===== config.mk =====
export PLATFORM = sky130hd
export DESIGN_NAME = gantry_pick_sequencer
export DESIGN_NICKNAME = d
export VERILOG_FILES = /design/src/gps_pkg.sv /design/src/gantry_pick_sequencer.sv
export SDC_FILE = /design/constraint.sdc
export NUM_CORES = 1
export LEC_CHECK = 0
export ABC_AREA = 1
export BUFFER_PORTS_ARGS = -buffer_cell sky130_fd_sc_hd__buf_2
export CAP_MARGIN = 20
export CORE_ASPECT_RATIO = 1.2
export CORE_MARGIN = 2
export CORE_UTILIZATION = 45
export DETAILED_ROUTE_END_ITERATION = 6
export SYNTH_ARGS = -nofsm -noshare
export SYNTH_HDL_FRONTEND = slang
export SYNTH_SLANG_ARGS = --single-unit

===== constraint.sdc =====
create_clock -name clk -period 5.2 [get_ports clk]
set_input_delay 0.78 -clock clk [delete_from_list [all_inputs] [get_ports clk]]
set_output_delay 0.78 -clock clk [all_outputs]
set_load 0.02 [all_outputs]

===== src/gps_pkg.sv =====
`default_nettype none
// ----------------------------------------------------------------------------
// gps_pkg
// Shared types, codes and helper functions for the gantry pick sequencer.
// ----------------------------------------------------------------------------
package gps_pkg;

  // Opcodes carried in the slave-side tuser
  localparam logic [3:0] OP_STOP     = 4'd0;
  localparam logic [3:0] OP_UP       = 4'd1;
  localparam logic [3:0] OP_DOWN     = 4'd2;
  localparam logic [3:0] OP_FORWARD  = 4'd3;
  localparam logic [3:0] OP_BACKWARD = 4'd4;
  localparam logic [3:0] OP_GOTO_ROW = 4'd5;
  localparam logic [3:0] OP_PICK     = 4'd6;
  localparam logic [3:0] OP_RESET    = 4'd7;
  localparam logic [3:0] OP_CLEAR    = 4'd8;

  // Configuration register indexes
  localparam logic [2:0] REG_SPEED        = 3'd0;
  localparam logic [2:0] REG_Y_UPPER      = 3'd1;
  localparam logic [2:0] REG_Z_FRONT      = 3'd2;
  localparam logic [2:0] REG_Z_BACK       = 3'd3;
  localparam logic [2:0] REG_Z_RETRACT    = 3'd4;
  localparam logic [2:0] REG_LIFT_OFFSET  = 3'd5;
  localparam logic [2:0] REG_SECOND_DELAY = 3'd6;
  localparam logic [2:0] REG_REACH_START  = 3'd7;

  localparam int CFG_DATA_W  = 16;
  localparam int S_TDATA_W   = 64;
  localparam int M_TDATA_W   = 32;

  // Reset values of the configuration registers
  localparam logic [7:0]  SPEED_RST        = 8'd255;
  localparam logic [13:0] Y_UPPER_RST      = 14'd5000;
  localparam logic [11:0] Z_FRONT_RST      = 12'd875;
  localparam logic [11:0] Z_BACK_RST       = 12'd407;
  localparam logic [11:0] Z_RETRACT_RST    = 12'd410;
  localparam logic [11:0] LIFT_OFFSET_RST  = 12'd300;
  localparam logic [15:0] SECOND_DELAY_RST = 16'd2000;
  localparam logic [11:0] REACH_START_RST  = 12'd870;

  localparam logic [7:0]  DUTY_IDLE   = 8'd255;
  localparam logic [11:0] REACH_STEP  = 12'd200;
  localparam logic [11:0] REACH_FLOOR = 12'd500;

  // One motor axis: direction pin, brake pin and PWM duty
  typedef struct packed {
    logic       dir;
    logic       brake;
    logic [7:0] duty;
  } axis_t;

  // Result transaction; the last member sits in the lowest bits
  typedef struct packed {
    logic [1:0] picked_count;
    logic       has_moved;
    logic       product_picked;
    logic       picked_event;
    logic [7:0] z_duty;
    logic       z_brake;
    logic       z_direction;
    logic [7:0] y_duty;
    logic       y_brake;
    logic       y_direction;
  } res_t;

  // Stopping an axis engages its brake and parks the duty; direction is kept.
  function automatic axis_t axis_halt(input axis_t a);
    axis_t r;
    r       = a;
    r.brake = 1'b1;
    r.duty  = DUTY_IDLE;
    return r;
  endfunction

  function automatic axis_t axis_move(input logic dir, input logic [7:0] duty);
    axis_t r;
    r.dir   = dir;
    r.brake = 1'b0;
    r.duty  = duty;
    return r;
  endfunction

  // Encoder target of each row; rows outside one to five give zero.
  function automatic logic [13:0] row_target(input logic [2:0] row);
    logic [13:0] t;
    case (row)
      3'd1:    t = 14'd150;
      3'd2:    t = 14'd1200;
      3'd3:    t = 14'd2250;
      3'd4:    t = 14'd3300;
      3'd5:    t = 14'd4350;
      default: t = 14'd0;
    endcase
    return t;
  endfunction

  // Fork reach after the given number of counted picks, held at the floor.
  function automatic logic [11:0] fork_reach(input logic [11:0] start,
                                             input logic [1:0]  tally);
    logic [11:0] r;
    r = start;
    for (int i = 0; i < 3; i++) begin
      if (2'(i) < tally) begin
        if (r < REACH_FLOOR + REACH_STEP) begin
          r = REACH_FLOOR;
        end else begin
          r = r - REACH_STEP;
        end
      end
    end
    return r;
  endfunction

endpackage
`default_nettype wire


===== src/gantry_pick_sequencer.sv =====
`default_nettype none
// ----------------------------------------------------------------------------
// gantry_pick_sequencer
// Control tick processor for a two-axis pick robot (lift and fork).
// ----------------------------------------------------------------------------
// The block accepts one control tick per clock cycle while the result side
// is not stalled and returns one result transaction per tick. The tick waits
// in the input register while the compare and flag update logic computes the
// new axis state, which is written to the state registers and the result
// register together when the tick advances. The state update of a tick is
// complete with that write, so the next tick follows directly. The
// result register holds while the master side stalls and the input register
// keeps taking a tick until both are full. Configuration writes take effect
// at the clock edge of the write and should be made while no tick is in
// flight.
module gantry_pick_sequencer (
  input  wire logic        clk,
  input  wire logic        rst,
  // Configuration write port
  input  wire logic        cfg_wr_en,
  input  wire logic [2:0]  cfg_index,
  input  wire logic [gps_pkg::CFG_DATA_W-1:0] cfg_data,
  // Tick input
  input  wire logic        s_tvalid,
  output      logic        s_tready,
  // s_tdata, from bit 0: target_row[2:0], y_position[13:0], z_distance[11:0],
  // now_ms[31:0], zero fill
  input  wire logic [gps_pkg::S_TDATA_W-1:0] s_tdata,
  // s_tuser: opcode[3:0]
  input  wire logic [3:0]  s_tuser,
  // Result output
  output      logic        m_tvalid,
  input  wire logic        m_tready,
  // m_tdata, from bit 0: y_direction, y_brake, y_duty[7:0], z_direction,
  // z_brake, z_duty[7:0], picked_event, product_picked, has_moved,
  // picked_count[1:0], zero fill
  output      logic [gps_pkg::M_TDATA_W-1:0] m_tdata
);

  localparam int RES_W = $bits(gps_pkg::res_t);

  // Configuration registers
  logic [7:0]  speed;
  logic [13:0] y_upper_limit;
  logic [11:0] z_front_limit;
  logic [11:0] z_back_limit;
  logic [11:0] z_retract_target;
  logic [11:0] lift_offset;
  logic [15:0] second_count_delay;
  logic [11:0] reach_start;

  always_ff @(posedge clk) begin
    if (rst) begin
      speed              <= gps_pkg::SPEED_RST;
      y_upper_limit      <= gps_pkg::Y_UPPER_RST;
      z_front_limit      <= gps_pkg::Z_FRONT_RST;
      z_back_limit       <= gps_pkg::Z_BACK_RST;
      z_retract_target   <= gps_pkg::Z_RETRACT_RST;
      lift_offset        <= gps_pkg::LIFT_OFFSET_RST;
      second_count_delay <= gps_pkg::SECOND_DELAY_RST;
      reach_start        <= gps_pkg::REACH_START_RST;
    end else if (cfg_wr_en) begin
      unique case (cfg_index)
        gps_pkg::REG_SPEED:        speed              <= cfg_data[7:0];
        gps_pkg::REG_Y_UPPER:      y_upper_limit      <= cfg_data[13:0];
        gps_pkg::REG_Z_FRONT:      z_front_limit      <= cfg_data[11:0];
        gps_pkg::REG_Z_BACK:       z_back_limit       <= cfg_data[11:0];
        gps_pkg::REG_Z_RETRACT:    z_retract_target   <= cfg_data[11:0];
        gps_pkg::REG_LIFT_OFFSET:  lift_offset        <= cfg_data[11:0];
        gps_pkg::REG_SECOND_DELAY: second_count_delay <= cfg_data[15:0];
        gps_pkg::REG_REACH_START:  reach_start        <= cfg_data[11:0];
        default: ;
      endcase
    end
  end

  // Input register and handshake
  logic        in_valid;
  logic [3:0]  in_op;
  logic [2:0]  in_row;
  logic [13:0] in_y;
  logic [11:0] in_z;
  logic [31:0] in_now;
  logic        out_valid;
  logic        advance;

  assign advance  = in_valid && (!out_valid || m_tready);
  assign s_tready = !in_valid || advance;

  always_ff @(posedge clk) begin
    if (rst) begin
      in_valid <= 1'b0;
    end else if (s_tready) begin
      in_valid <= s_tvalid;
    end
  end

  always_ff @(posedge clk) begin
    if (s_tready && s_tvalid) begin
      in_op  <= s_tuser;
      in_row <= s_tdata[2:0];
      in_y   <= s_tdata[16:3];
      in_z   <= s_tdata[28:17];
      in_now <= s_tdata[60:29];
    end
  end

  // Machine state
  gps_pkg::axis_t lift, fork_axis;
  logic [13:0] base_height;
  logic        holding;
  logic        pick_done;
  logic        row_reached;
  logic [31:0] first_count_time;
  logic [1:0]  pick_tally;
  logic        counted_once;
  logic        counted_twice;

  gps_pkg::axis_t lift_next, fork_axis_next;
  logic [13:0] base_height_next;
  logic        holding_next;
  logic        pick_done_next;
  logic        row_reached_next;
  logic [31:0] first_count_time_next;
  logic [1:0]  pick_tally_next;
  logic        counted_once_next;
  logic        counted_twice_next;
  logic        event_next;

  // One tick: compares against limits and targets, then flag updates
  always_comb begin
    logic [13:0] bh;
    logic [13:0] tgt;
    logic [14:0] lift_top;
    logic [11:0] reach;
    logic [31:0] elapsed;

    lift_next             = lift;
    fork_axis_next        = fork_axis;
    base_height_next      = base_height;
    holding_next          = holding;
    pick_done_next        = pick_done;
    row_reached_next      = row_reached;
    first_count_time_next = first_count_time;
    pick_tally_next       = pick_tally;
    counted_once_next     = counted_once;
    counted_twice_next    = counted_twice;
    event_next            = 1'b0;

    bh       = (base_height == 14'd0) ? in_y : base_height;
    tgt      = gps_pkg::row_target(in_row);
    lift_top = {1'b0, bh} + {3'b000, lift_offset};
    reach    = gps_pkg::fork_reach(reach_start, pick_tally);
    elapsed  = in_now - first_count_time;

    unique case (in_op)
      gps_pkg::OP_STOP: begin
        lift_next      = gps_pkg::axis_halt(lift);
        fork_axis_next = gps_pkg::axis_halt(fork_axis);
      end
      gps_pkg::OP_UP: begin
        if (in_y < y_upper_limit) begin
          lift_next = gps_pkg::axis_move(1'b0, speed);
        end else begin
          lift_next      = gps_pkg::axis_halt(lift);
          fork_axis_next = gps_pkg::axis_halt(fork_axis);
        end
      end
      gps_pkg::OP_DOWN: begin
        lift_next = gps_pkg::axis_move(1'b1, speed);
      end
      gps_pkg::OP_FORWARD: begin
        if (in_z < z_front_limit) begin
          fork_axis_next = gps_pkg::axis_move(1'b0, speed);
        end else begin
          lift_next      = gps_pkg::axis_halt(lift);
          fork_axis_next = gps_pkg::axis_halt(fork_axis);
        end
      end
      gps_pkg::OP_BACKWARD: begin
        if (in_z > z_back_limit) begin
          fork_axis_next = gps_pkg::axis_move(1'b1, speed);
        end else begin
          lift_next      = gps_pkg::axis_halt(lift);
          fork_axis_next = gps_pkg::axis_halt(fork_axis);
        end
      end
      gps_pkg::OP_GOTO_ROW: begin
        // Rows outside one to five leave everything as it was.
        if (in_row >= 3'd1 && in_row <= 3'd5) begin
          if (tgt > in_y && !row_reached) begin
            if (in_y < y_upper_limit) begin
              lift_next = gps_pkg::axis_move(1'b0, speed);
            end else begin
              lift_next      = gps_pkg::axis_halt(lift);
              fork_axis_next = gps_pkg::axis_halt(fork_axis);
            end
          end else if (tgt < in_y && !row_reached) begin
            lift_next = gps_pkg::axis_move(1'b1, speed);
          end else begin
            row_reached_next = 1'b1;
          end
        end
      end
      gps_pkg::OP_PICK: begin
        if (pick_done) begin
          lift_next      = gps_pkg::axis_halt(lift);
          fork_axis_next = gps_pkg::axis_halt(fork_axis);
        end else begin
          base_height_next = bh;
          if (!holding) begin
            if (in_z < reach) begin
              // Lift stops while the fork reaches out.
              lift_next = gps_pkg::axis_halt(lift);
              if (in_z < z_front_limit) begin
                fork_axis_next = gps_pkg::axis_move(1'b0, speed);
              end else begin
                fork_axis_next = gps_pkg::axis_halt(fork_axis);
              end
            end else if ({1'b0, in_y} < lift_top) begin
              if (in_y < y_upper_limit) begin
                lift_next = gps_pkg::axis_move(1'b0, speed);
              end else begin
                lift_next      = gps_pkg::axis_halt(lift);
                fork_axis_next = gps_pkg::axis_halt(fork_axis);
              end
            end else begin
              lift_next      = gps_pkg::axis_halt(lift);
              fork_axis_next = gps_pkg::axis_halt(fork_axis);
              holding_next   = 1'b1;
            end
          end else begin
            if (in_z > z_retract_target) begin
              if (in_z > z_back_limit) begin
                fork_axis_next = gps_pkg::axis_move(1'b1, speed);
              end else begin
                lift_next      = gps_pkg::axis_halt(lift);
                fork_axis_next = gps_pkg::axis_halt(fork_axis);
              end
            end else if (in_y > bh) begin
              lift_next = gps_pkg::axis_move(1'b1, speed);
            end else begin
              lift_next      = gps_pkg::axis_halt(lift);
              fork_axis_next = gps_pkg::axis_halt(fork_axis);
              pick_done_next = 1'b1;
              holding_next   = 1'b0;
              event_next     = 1'b1;
            end
          end
        end
      end
      gps_pkg::OP_RESET: begin
        row_reached_next = 1'b0;
        holding_next     = 1'b0;
        pick_done_next   = 1'b0;
        base_height_next = 14'd0;
        // First count at once, the second only after the delay has passed.
        if (!counted_once && !counted_twice) begin
          pick_tally_next       = pick_tally + 2'd1;
          counted_once_next     = 1'b1;
          first_count_time_next = in_now;
        end else if (!counted_twice && counted_once &&
                     elapsed > {16'd0, second_count_delay}) begin
          pick_tally_next    = pick_tally + 2'd1;
          counted_twice_next = 1'b1;
        end
      end
      gps_pkg::OP_CLEAR: begin
        row_reached_next = 1'b0;
      end
      default: ;
    endcase
  end

  always_ff @(posedge clk) begin
    if (rst) begin
      lift             <= '{dir: 1'b0, brake: 1'b1, duty: gps_pkg::DUTY_IDLE};
      fork_axis        <= '{dir: 1'b0, brake: 1'b1, duty: gps_pkg::DUTY_IDLE};
      base_height      <= 14'd0;
      holding          <= 1'b0;
      pick_done        <= 1'b0;
      row_reached      <= 1'b0;
      first_count_time <= 32'd0;
      pick_tally       <= 2'd0;
      counted_once     <= 1'b0;
      counted_twice    <= 1'b0;
    end else if (advance) begin
      lift             <= lift_next;
      fork_axis        <= fork_axis_next;
      base_height      <= base_height_next;
      holding          <= holding_next;
      pick_done        <= pick_done_next;
      row_reached      <= row_reached_next;
      first_count_time <= first_count_time_next;
      pick_tally       <= pick_tally_next;
      counted_once     <= counted_once_next;
      counted_twice    <= counted_twice_next;
    end
  end

  // Result register
  gps_pkg::res_t out_res;

  always_ff @(posedge clk) begin
    if (rst) begin
      out_valid <= 1'b0;
    end else if (advance) begin
      out_valid <= 1'b1;
    end else if (m_tready) begin
      out_valid <= 1'b0;
    end
  end

  always_ff @(posedge clk) begin
    if (advance) begin
      out_res.y_direction    <= lift_next.dir;
      out_res.y_brake        <= lift_next.brake;
      out_res.y_duty         <= lift_next.duty;
      out_res.z_direction    <= fork_axis_next.dir;
      out_res.z_brake        <= fork_axis_next.brake;
      out_res.z_duty         <= fork_axis_next.duty;
      out_res.picked_event   <= event_next;
      out_res.product_picked <= pick_done_next;
      out_res.has_moved      <= row_reached_next;
      out_res.picked_count   <= pick_tally_next;
    end
  end

  assign m_tvalid = out_valid;
  assign m_tdata  = {{(gps_pkg::M_TDATA_W-RES_W){1'b0}}, out_res};

endmodule
`default_nettype wire


==> flow_results.org, run 1 <==
** Outcome
- Outcome :: finished, final reports clean

** Route
- Number of nets with antenna violations after routing :: 0
- Routed length on met3 :: 2450 um
- Wire length on met2 :: 22500 um
- Via/cell ratio :: 5.42
- Wires add up to 45700 um.
- The detailed router put a total of 18800 um of wire on met1.
- DR vias :: 15100
- After detailed routing, the number of remaining DRC violations is 0.
- Dividing the detail-routed wire length by the instance count gives 16.4 um.
- For this run, the detailed router's first-pass iteration total came to 5.
- Topmost layer with routed signal wires :: met4
- Starting DRT DRC Count :: 955

** Finish
- Final core utilization :: 51.4%
- The finished layout holds 2794 standard cells, fillers aside.
- Ratio of cells with drive above 1 in the final layout :: 10.6%
- The area growth from synthesis to layout is 13.1%.
- After routing the design area is 18900 sq um.
- 0 antenna diodes ended up in the layout.
- Layout Nets :: 2549
- Fillers :: 3611

** Synth
- Number of library cell types mapped by synthesis :: 54
- Synthesized netlist cell count :: 2186
- Dominant combinational cell family by area after synthesis :: compound AO/OA/AOI/OAI gates
- Ranked by total cell area, the synthesized netlist is headed by sky130_fd_sc_hd__dfxtp_1, sky130_fd_sc_hd__edfxtp_1, sky130_fd_sc_hd__ha_1.
- The portion of synthesized area spent on multiplexers is 0%.
- The commonest cells after synthesis are sky130_fd_sc_hd__nand2_1, sky130_fd_sc_hd__inv_1, sky130_fd_sc_hd__a21oi_1, sky130_fd_sc_hd__dfxtp_1, sky130_fd_sc_hd__nor2_1.
- Synthesized-area fraction occupied by ao, oa, aoi and oai cells :: 20.5%
- Of the total synthesized cell area, the portion taken by full adders, half adders and majority gates is 12.2%.
- Simple-gate share of the synthesized area :: 18.6%
- In the synthesized netlist the dominant register cell turns out to be sky130_fd_sc_hd__dfxtp_1.
- Counting flops with a built-in enable in the synthesized netlist gives 90.
- After synthesis, flip-flops and latches occupy 37.0% of the total area.
- Average cell area after synthesis :: 7.63 sq um
- sky130_fd_sc_hd__dfxtp_1 takes more of the synthesized area than any other cell.
- The synthesized design devotes to its leading area cell type 20.8% of total area.
- For this run, the number of Yosys warnings is 0.
- After synthesis the cells add up to 16700 sq um.
- The synthesized netlist devotes 2.52% of its cell area to XOR and XNOR gates.
- Register bit total from synthesis :: 263
- Share of flip-flops with an asynchronous set or reset :: 0%
- Most repeated cell in the gate-level netlist after synthesis :: sky130_fd_sc_hd__nand2_1

** Timing
- Final hold analysis gives a worst-case slack of 0.353 ns.
- Final clock skew :: 0.0283 ns
- Timing would allow up to 207 MHz.
- Final sum of negative setup slack :: 0 ns
- Final critical-path share of the clock period :: 92.8%
- Count of endpoints failing setup in the final report :: 0
- Final critical path time including I/O delays and setup :: 4.83 ns
- The number of max-slew violations in the final report was 0.
- The total count of hold-check failures in the final report came to 0.
- For the pin with the worst max-slew slack, the measured transition is 1.09 ns.
- After layout, the worst setup slack is 0.373 ns.
- Setup repair after global routing left no endpoint under its margin.
- Remaining max-slew budget at the tightest pin :: 27.4%

** Place
- Counting tap cells, the placed design contains a total of 2735 instances.
- HPWL reported at the end of detailed placement :: 33300 um
- Cell area reported after detailed placement :: 17800 sq um
- Number of port buffers :: 115
- Worst slack, placed :: 0.0240 ns
- Weighted congestion reported at the end of routability-driven placement :: 0.893

** Worst hold path
- Hold Path Origin :: s_tdata[48]
- Hold path endpoint :: in_now[19]
- The path class of the tightest hold or removal check is input port to flip-flop.
- Min-Delay Path Depth :: 1

** Critical path
- Data required time at the worst endpoint :: 5.67 ns
- Reg-to-reg setup timing slack :: 0.37 ns
- The endpoint identified for the worst register-to-register timing path is lift[6].
- On the critical path, the stage with the largest delay is an instance of sky130_fd_sc_hd__or4_4.
- Startpoint of the worst-slack reg-to-reg timing path :: base_height[1]
- Launching element of the worst setup path :: base_height[1]
- Data on the critical path arrives at its endpoint at 5.29 ns.
- Counting both buffers and inverters, the worst setup path holds a total of 5.
- Measured in cells, the most critical reg-to-reg path has a length of 34.
- Max Fanout on Critical Path :: 4
- STA classifies the critical path startpoint as a flip-flop.
- Family of cells with the greatest summed delay on the critical path :: simple AND/OR/NAND/NOR gates
- Critical path type :: flip-flop to flip-flop
- On the worst path, the slowest cell contributes a delay of 0.54 ns.
- STA classifies the critical path endpoint as a flip-flop.

** Floorplan
- The floorplan step set the die height to 215 um.
- 126 I/O pins were placed.
- In this run the horizontal extent of the chip is 180 um.
- The die covers 38600 sq um.
- # rows :: 77
- Core outline area :: 36700 sq um
- The initial utilization of the core area, before any placement, comes to 45.4%.

** Global routing
- Remaining Overflow, GRT :: 0
- First-pass GRT wire length :: 73400 um
- Entering global routing, the biggest net connects 66 pins.
- Number of antenna violations at the first check in global routing :: 0
- Combined global-route utilization of all metal layers :: 23.2%
- Vias in the first global route :: 14600

** Pwr
- In this run the power density over the cells is 294 nW/um^2.
- Total design power :: 5.55 mW
- The analysis attributes to cell leakage a power of 8.43 nW.
- Across the VDD grid, the largest voltage drop is 285 uV.

** Clock tree
- In this run the number of H-tree levels came out at 1.
- Reg clk slew, reported paths :: 0.06 ns
- Counting the buffers created by CTS gives 30.
- Counting every sink on the clock net gives 263.
- TritonCTS clock tree :: done
- CTS placed an instance of sky130_fd_sc_hd__clkbuf_16 at the clock tree root.
- Clk_lat worst skew :: 0.60 ns
- Largest buffer count on any clock path :: 3

** Run
- Max-cap violations in this run came to 0.
how the worst max path moves through the flow:
stage | end | slack (ns) | depth (start not counted)
2_1_floorplan | m_tdata[1] | 0.47 | 32
3_3_place_gp | m_tdata[1] | 0.1 | 32
3_5_place_dp | m_tdata[1] | 0.02 | 32
4_1_cts | m_tdata[1] | 0.02 | 32
5_1_grt | m_tdata[0] | 0.005 | 34
6_report | lift[6] | 0.37 | 34
where the power goes:
part | total, mW | switching (mW) | internal, mW | leakage (nW)
logic | 1.16 | 0.730 | 0.429 | 5.67
clock network | 2.10 | 0.881 | 1.22 | 0.489
registers | 2.29 | 0.0645 | 2.23 | 2.27
total | 5.55 | 1.68 | 3.87 | 8.43
flip-flops by register name, summed over array words and instances (netlist names), 2 cells and up:
name,count
reach_start,12
m_tdata,25
in_row,3
y_upper_limit,14
lift_offset,12
in_now,32
pick_tally,2
first_count_time,32
fork_axis,10
in_y,14
z_back_limit,12
in_op,4
z_retract_target,12
z_front_limit,12
lift,10
in_z,12
second_count_delay,16
base_height,14
speed,8
final cells by class:
type	count	area, sq um	share of cell area [%]
Sequential cell	263	6170	32.7
Timing Repair Buffer	150	855	4.53
Tap cell	474	593	3.14
Inverter	311	1170	6.19
Clock inverter	12	116	0.617
Multi-Input combinational cell	1540	9090	48.2
Clock buffer	44	875	4.64
cell families (layout without fill, tap and decap cells):
group	Yosys count	in the layout
simple gates	742	743
buf+inv	390	517
other cells	1	7
compound gates	581	581
xor+xnor	48	48
flops	263	263
fa+ha+maj	161	161
layout by cell type (no fill, tap or decap), types with 24 or more instances in the layout:
master | synthesis | final
sky130_fd_sc_hd__nand2_1 | 412 | 408
sky130_fd_sc_hd__inv_1 | 297 | 296
sky130_fd_sc_hd__a21oi_1 | 257 | 254
sky130_fd_sc_hd__dfxtp_1 | 173 | 173
sky130_fd_sc_hd__nor2_1 | 162 | 161
sky130_fd_sc_hd__ha_1 | 159 | 157
sky130_fd_sc_hd__o21ai_0 | 135 | 132
sky130_fd_sc_hd__buf_2 | 4 | 115
sky130_fd_sc_hd__nand3_1 | 94 | 93
sky130_fd_sc_hd__edfxtp_1 | 90 | 90
sky130_fd_sc_hd__o211ai_1 | 59 | 59
sky130_fd_sc_hd__buf_4 | 9 | 33
sky130_fd_sc_hd__xor2_1 | 31 | 31
sky130_fd_sc_hd__clkbuf_16 | 0 | 31
sky130_fd_sc_hd__a211oi_1 | 26 | 26
sky130_fd_sc_hd__nand4_1 | 24 | 24
metal layers:
metal	GRT usage, %	up-vias
li1	-	7699
met1	27.5	6903
met2	41.9	418
met3	2.90	123
met4	10.2	0
met5	0	-
what timing repair did:
item	4_1_cts	5_1_grt
hold buffers	0	0
setup endpoints to repair	1	41
cloned	0	1
endpoints found under the hold margin	0	0
gates resized for setup	1	30
pin swaps	0	4
buffers inserted	0	1
No activity file was read; power rests on OpenSTA's default activity.
==> inputs of run 2 (changes only) <==
--- a/config.mk
+++ b/config.mk
@@ -10,7 +10,7 @@
 export CAP_MARGIN = 20
 export CORE_ASPECT_RATIO = 1.2
 export CORE_MARGIN = 2
-export CORE_UTILIZATION = 45
+export CORE_UTILIZATION = 35
 export DETAILED_ROUTE_END_ITERATION = 6
 export SYNTH_ARGS = -nofsm -noshare
 export SYNTH_HDL_FRONTEND = slang
==> flow_results.org, run 2 (synthesized netlist as in run 1, its figures left out) <==
** Critical path
- STA puts the critical path data arrival time at 5.24 ns.
- Critical-path top delay cell :: sky130_fd_sc_hd__or4_4
- Most used cell along the critical path :: sky130_fd_sc_hd__nand2_1
- Along the worst path, the maximum fanout reaches 5.
- The worst setup path is launched from a flip-flop.
- The number of buffers and inverters on the critical path is 5.
- Critical path type :: flip-flop to flip-flop
- For this run, the slowest stage of the critical path takes 0.54 ns.
- Family of cells with the greatest summed delay on the critical path :: compound AO/OA/AOI/OAI gates
- Data required time at the worst endpoint :: 5.51 ns
- The worst setup path is captured at a flip-flop.

** Route
- Routed wire per std cell :: 16.0 um
- DRC viols :: 0
- After detailed routing, the number of vias per cell comes to 5.20.
- Starting DRT DRC Count :: 985
- For this block, the routed nets add up to 47200 um of wire.
- Detailed routing inserted a total of 15300 vias.
- Once detail routing completed, the nets flagged for antenna violations numbered 0.
- The first detailed-routing pass ran for 5 iterations.

** Place
- Number of port buffers :: 115
- Worst slack, placed :: 0.0236 ns
- HPWL reported at the end of detailed placement :: 34600 um
- Weighted congestion reported at the end of routability-driven placement :: 0.908

** Finish
- Most frequent standard cell in the layout excluding fill and tap cells :: sky130_fd_sc_hd__nand2_1
- Measured on the finished design, the core utilization comes to 40.9%.
- Inserted Diodes :: 0
- Ratio of cells with drive above 1 in the final layout :: 11.0%
- Layout Nets :: 2555
- Area growth, synth to finish :: 15.2%
- Most used cells in the layout excluding fill and tap cells :: sky130_fd_sc_hd__nand2_1, sky130_fd_sc_hd__inv_1, sky130_fd_sc_hd__a21oi_1
- Counting the fill cells in the layout gives 4853.

** Pwr
- Reported leakage power :: 8.50 nW
- Clock power share :: 39.5%
- Of the total power, registers draw 40.0%.
- In this run the power spent charging and discharging nets is 1.70 mW.
- Power spread over the standard cell area amounts to 299 nW/um^2.
- Net switching is 29.7% of the power.
- Internal power comes to 4.03 mW.
- Logic gate share of total power :: 20.6%
- Worst supply voltage drop on vdd :: 239 uV

** Timing
- Peak clock frequency supported by timing :: 203 MHz
- Final clock skew :: 0.0220 ns
- Tightest Pin Transition :: 1.14 ns
- Final number of max-transition violations :: 0
- The tightest hold path in the finished design has a slack of 0.375 ns.
- Count of endpoints failing setup in the final report :: 0
- The worst pin sits at a relative slew slack of 24.1%.
- Hold violation total from the final report :: 0
- Final critical-path share of the clock period :: 94.8%
- Fin worst setup slack :: 0.272 ns
- Final critical path time including I/O delays and setup :: 4.93 ns

** Global routing
- Global routing used 18.8% of the available tracks.
- Global routing finished with a remaining overflow of 0.
- Entering global routing, the biggest net connects 66 pins.
- The first global-routing pass estimated 76000 um of wire.
- The number of antenna violations at the first check in global routing was 0.
- Vias in the first global route :: 14800

** Floorplan
- Row generation in the floorplan step produced 87 rows.
- Die Ht :: 243 um
- Die width :: 203 um
- Core outline area :: 47000 sq um
- I/O pin cnt :: 126
- Total Die Area :: 49400 sq um
- Starting density of the core :: 35.5%

** Worst hold path
- Worst min-delay path class :: input port to flip-flop

** Clock tree
- Counting every sink on the clock net gives 263.
- Reg clk slew, reported paths :: 0.06 ns
- The number of clock buffers added by TritonCTS is 31.
- TritonCTS built the clock tree.
- Clk_lat worst skew :: 0.58 ns
- Clock tree synthesis selected as its root buffer the cell sky130_fd_sc_hd__clkbuf_16.
- The clock passes through at most 3 buffers.
- CTS built an H-tree with a depth of 1.

** Outcome
- The flow ran to the end, and the final reports show no timing, DRC or antenna violations.

** Run
- Maximum capacitance violations :: 0
==> run 2: cell types whose count changed in the layout (fill, tap and decap cells not counted), sizes merged <==
cell and delta:
buf +4, clkbuf -3, bufinv +2, clkinvlp +2, inv +2, clkinv -1
==> run 2: metrics by stage <==
step | setup TNS [ns] | cell area [sq um] | instances | power [mW]
3_3_place_gp | 0 | 17900 | 2883 | 3.42
6_report | 0 | 19200 | 2949 | 5.74
5_1_grt | -1.16 | 19200 | 2949 | 6.04
2_1_floorplan | 0 | 16700 | 2192 | 3.12
3_5_place_dp | 0 | 17900 | 2883 | 3.46
4_1_cts | 0 | 19000 | 2940 | 5.75
==> run 2: final cells by class <==
type,instances,area [sq um],share of cell area [%]
clock inverters,17,171,0.892
multi-input cells,1540,9130,47.5
repair buffers,155,902,4.69
well taps,623,779,4.06
clock buffers,40,905,4.71
inverters,311,1170,6.08
flip-flops and latches,263,6170,32.1
==> run 2: worst paths after layout <==
| check | slack (ns) | start | end | cells past startpoint |
|---|---|---|---|---|
| setup / recovery | 0.27 | base_height[1] | m_tdata[1] | 32 |
| hold / removal | 0.37 | s_tdata[7] | in_y[4] | 1 |
| setup reg to reg | 0.27 | base_height[1] | m_tdata[1] | 32 |
| hold reg to reg | 0.45 | first_count_time[10] | first_count_time[10] | 2 |
==> run 2: per-layer routing <==
layer	GRT usage, %	vias to the layer above	wire, um
met2	33.8	421	23300
met3	2.35	112	2270
met4	7.39	0	1820
met5	0	-	0
met1	22.6	7092	19800
li1	-	7710	-
==> run 2: power groups by stage <==
stage                     logic, mW  clock network (mW)  registers [mW]
after floorplan               0.793                   0            2.33
after global routing           1.34                2.40            2.30
after CTS                      1.13                2.32            2.29
after global placement         1.09                   0            2.33
after detailed placement       1.12                   0            2.34
final                          1.18                2.27            2.29
==> run 2: what timing repair did <==
action / 4_1_cts / 5_1_grt
cloned: 0 / 1
resized for setup: 1 / 33
hold buffers: 0 / 0
setup buffers: 0 / 5
hold endpoints to repair: 0 / 0
pin swaps: 0 / 15
setup endpoints to repair: 1 / 39
